### src/rtl/skyrp_seg_ram.sv
`timescale 1ns / 1ps

module skyrp_seg_ram #(
	parameter int DEPTH = 128,
	parameter int WIDTH = 39
) (
	input  logic                     clk,
	input  logic                     we,
	input  logic [$clog2(DEPTH)-1:0] waddr,
	input  logic [WIDTH-1:0]         wdata,
	input  logic [$clog2(DEPTH)-1:0] raddr,
	output logic [WIDTH-1:0]         rdata
);

	logic [WIDTH-1:0] mem [DEPTH];

	// Single write port.
	always_ff @(posedge clk) begin
		if (we) begin
			mem[waddr] <= wdata;
		end
	end

	// Registered read port.
	always_ff @(posedge clk) begin
		rdata <= mem[raddr];
	end

endmodule

### config.mk
export PLATFORM = sky130hd
export DESIGN_NAME = skyrp_seg_ram
export DESIGN_NICKNAME = d
export VERILOG_FILES = /design/src/rtl/skyrp_seg_ram.sv
export SDC_FILE = /design/constraint.sdc
export NUM_CORES = 2
export LEC_CHECK = 0
export BUFFER_PORTS_ARGS = -buffer_cell sky130_fd_sc_hd__clkbuf_2
export CAP_MARGIN = 15
export CORE_MARGIN = 5
export CORE_UTILIZATION = 65
export CTS_BUF_LIST = sky130_fd_sc_hd__clkbuf_4 sky130_fd_sc_hd__clkbuf_8
export DETAILED_ROUTE_END_ITERATION = 8
export HOLD_SLACK_MARGIN = 0.06
export PLACE_DENSITY_LB_ADDON = 0.2
export SLEW_MARGIN = 20
export SYNTH_ARGS = -nofsm -noshare
export SYNTH_HDL_FRONTEND = slang
export SYNTH_MEMORY_MAX_BITS = 65536
export SYNTH_SLANG_ARGS = --single-unit
### constraint.sdc
create_clock -name clk -period 10.6 [get_ports clk]
set_input_delay 0.53 -clock clk [delete_from_list [all_inputs] [get_ports clk]]
set_output_delay 0.53 -clock clk [all_outputs]
set_load 0.01 [all_outputs]
=== Word-level counts from Yosys, hierarchy flattened ===
Memories as Yosys holds them, arrays and structs flattened. A register that Yosys moved wholly into a read port is not among the register bits.
Index checks and enable logic that the tools add are counted.

* Register bits: 0
* RAM bits: 4992
* Output and inout bits: 39
* Word-level logic and storage cells: 3
* Memories: 1

{| class="wikitable"
|+ Memories
! name !! depth !! width !! read ports !! clocked after Yosys merged registers in !! write ports !! RTL line !! source
|-
| mem || 128 || 39 || 1 || 1 || 1 || 15 || <nowiki>logic [WIDTH-1:0] mem [DEPTH];</nowiki>
|}

* Mux-type cells: 2

{| class="wikitable"
|+ Operator list
! kind !! number
|-
| 2-to-1 mux 1 bit || 2
|}

=== Logic depth before layout (Yosys ltp) ===
* Word-level depth: 2
* Gate-level depth with buffers: 8

=== Worst setup path after synthesis ===
No wires, ideal clock.

* Path kind: input to register
* From: input port we
* To: memory mem[98][0] (enable)
* Arrival: 3777 ps
* Path slack: 6339 ps
* Stages: 3
* Path through: clkbuf_1 -> nand4_1 -> nor3_1

* Longest elaborated chain between the ends: 2

{| class="wikitable"
|+ Ends and longest elaborated chain
! item !! RTL line !! source
|-
| start: declaration || 8 || <nowiki>input logic we,</nowiki>
|-
| 2-to-1 mux 1 bit || 19 || <nowiki>if (we) begin</nowiki>
|-
| 2-to-1 mux 1 bit (implied by the code) || 20 || <nowiki>mem[waddr] <= wdata;</nowiki>
|-
| end: declaration || 15 ||
|}

Every way passes these cells.

==> qor.csv <==
metric;value;unit
Final period util;0.377;
xor/xnor share of the synthesized area;0;
cell count of the worst hold path;3;
setup slack, reg-to-reg;7.94;ns
Post-Syn Instances;7261;
DIE WIDTH;551;µm
vias in the first global route;88500;
die extent in y;551;µm
layout cell share with drive strength beyond 1;0.384;
busiest grt layer;met2;
LEAKAGE;0.0655;µW
routability cong.;0.806;
Synth Area in Compound Gates;0;
# rows;198;
relative slew slack;0.228;
I/O pin count;94;
max_cap viols;0;
Hold Fails Final Rpt;0;
Hold EP;rdata[35];
root buffer cell;clkbuf_8;
Core Util, Final;0.728;
CP max FO;129;
vias;87500;
setup TNS;0;ns
DR DRC count;0;
RSZ-0062 raised after global routing;no;
remaining antenna violation count;0;
# clock sinks;5031;
CP required;11.67;ns
clk_lat worst skew;1.23;ns
Hold Crit Start;raddr[5];
worst r2r dst;rdata[14];
Worst Tran Pin Value;1.16;ns
run status;complete, no violations;
pin count of the biggest net entering global routing;151;
fin. max-slew vios;0;
GRT overflow;0;
# setup viols final;0;
synthesized area;190000;µm²
grt met3 use;0.0989;
initial antenna violation count;65;
drt pass-1 iters;5;
largest family of logic cells by synthesized area;multiplexers;
Post-CTS Setup Bufs;0;
peak supply drop;0.137;mV
Worst setup EP type;register;
CTS buffer count;744;
Power Dens Cells;186;nW/µm²
CTS clock-pin slew for the worst setup and hold paths;0.06;ns
r2r worst-path depth;4;
grt met1 use;0.458;
Post-CTS Hold Buffers;40;
CP Launch Type;primary input;
Resize count post-CTS;0;
final net count;8038;
H-tree depth;6;
Area growth syn-to-layout;11.5;%
Syn Nets;7316;
global-route wire length before repair;660000;µm
Fmax;250;MHz
WS Path Type;primary input to register;
CTS max path bufs;4;
FF+latch count, synth;5031;
TritonCTS clock tree;built;
Port Buffers;93;
sequential fraction of the synthesis area;0.792;
mux contribution to synthesized area;0.196;
dpl hpwl;250000;µm
Iteration-0 DRC Markers;14000;
Hold Path Class;primary input to register;
vias per inst;6.98;
Routed WL per cell;37.7;µm
synthesized area per cell;26.2;µm²
Clock Skews;0.0542;ns
total chip power;39400;µW
initial core utilization;0.653;
simple-gate portion of the synthesized area;0.00366;
Ys Warns;0;
met2 Usage GRT;0.470;
gr usage total;0.316;
Worst Path Arrival;5.08;ns
final wirelength;472000;µm
Core Region;291000;µm²
post-synth cell types;17;
fin crit period;4.00;ns
die area;304000;µm²
adder-cell area share of the yosys netlist;0;
Worst R2R Start;mem[23][14];
-- how the worst max path moves through the flow --
stage               startpoint         end  slack, ns  cells after the start
detailed placement    raddr[2]    rdata[9]       5.46                      7
CTS                   raddr[2]    rdata[9]       6.77                      7
floorplan                   we  mem[98][0]       6.34                      3
global placement      raddr[2]    rdata[9]       5.45                      7
global route          raddr[0]    rdata[1]       6.49                      8
finish                raddr[2]    rdata[9]       6.60                      7
-- Yosys cell counts --
master / number / share of area
mux4_2: 1638 / 0.19
nand2_1: 14 / 0.00028
nand2b_1: 2 / 0.000066
clkbuf_1: 235 / 0.0046
or3_1: 1 / 0.000033
edfxtp_1: 4992 / 0.79
nor2b_1: 7 / 0.00023
buf_4: 1 / 0.000039
mux2_2: 39 / 0.0023
nor2_1: 122 / 0.0024
nand3_1: 12 / 0.00032
nand4_1: 3 / 0.000099
buf_6: 3 / 0.00018
nor3_1: 9 / 0.00024
buf_2: 97 / 0.0026
buf_1: 47 / 0.00093
dfxtp_1: 39 / 0.0041
-- cells by family (layout without fill, tap and decap cells) --
kind of cell	count (synthesis)	in the layout
DFF	5031	5031
muxes	1677	1677
buffers and inverters	383	1710
and+or+nand+nor	170	170
other	0	35
-- state kept, by name (all words and copies together) (netlist names) --
name and count:
mem 4992, rdata 39
-- placed cells by master (no fill, tap or decap), types with 11 or more instances in the layout --
| master | instances |
|---|---|
| edfxtp_1 | 4992 |
| mux4_2 | 1638 |
| clkbuf_8 | 766 |
| clkbuf_4 | 255 |
| buf_4 | 247 |
| clkinv_1 | 185 |
| nor2_4 | 119 |
| clkinv_2 | 77 |
| clkbuf_2 | 48 |
| dlygate4sd3_1 | 40 |
| mux2_2 | 39 |
| dfxtp_1 | 39 |
| diode_2 | 35 |
| buf_12 | 20 |
| inv_8 | 18 |
| nand2_1 | 14 |
| bufinv_16 | 14 |
| clkinvlp_4 | 12 |
| inv_6 | 11 |
-- layer usage --
layer  up-vias  share of wire
met1     46400           0.35
li1      33600              -
met3       884           0.15
met5         -        0.00055
met4        40          0.037
met2      6477           0.46
-- critical path, cell delays in order --
cell    delay [ns]
buf_12        0.62
buf_4         0.75
buf_4         0.80
mux4_2        0.41
mux4_2        0.63
mux4_2        0.69
mux2_2        0.33
-- where the power goes --
group	internal [µW]	switching (µW)
clock network	8000	7280
logic	791	1270
registers	22000	106
total	30800	8660
-- area by class of cell --
| cell class | instances | area (µm²) |
|---|---|---|
| Sequential cell | 5031 | 151000 |
| Fill cell | 15500 | 79200 |
| Multi-Input combinational cell | 1847 | 39000 |
| Clock buffer | 1021 | 12500 |
| Tap cell | 3900 | 4880 |
| Timing Repair Buffer | 359 | 2960 |
| Clock inverter | 330 | 2100 |
| Antenna cell | 35 | 87.6 |
-- per-stage QoR --
| step | cell area (µm²) | hold slack, ns | worst slack [ns] | instances |
|---|---|---|---|---|
| after floorplan | 190000 | 0.629 | 6.34 | 7261 |
| after global placement | 197000 | 0.956 | 5.45 | 11100 |
| after detailed placement | 197000 | 0.958 | 5.46 | 11100 |
| after CTS | 212000 | 0.107 | 6.77 | 12500 |
| after global routing | 212000 | 0.166 | 6.49 | 12500 |
| final | 212000 | 0.184 | 6.60 | 12500 |
Note: power is estimated with default switching activity, not from simulation.
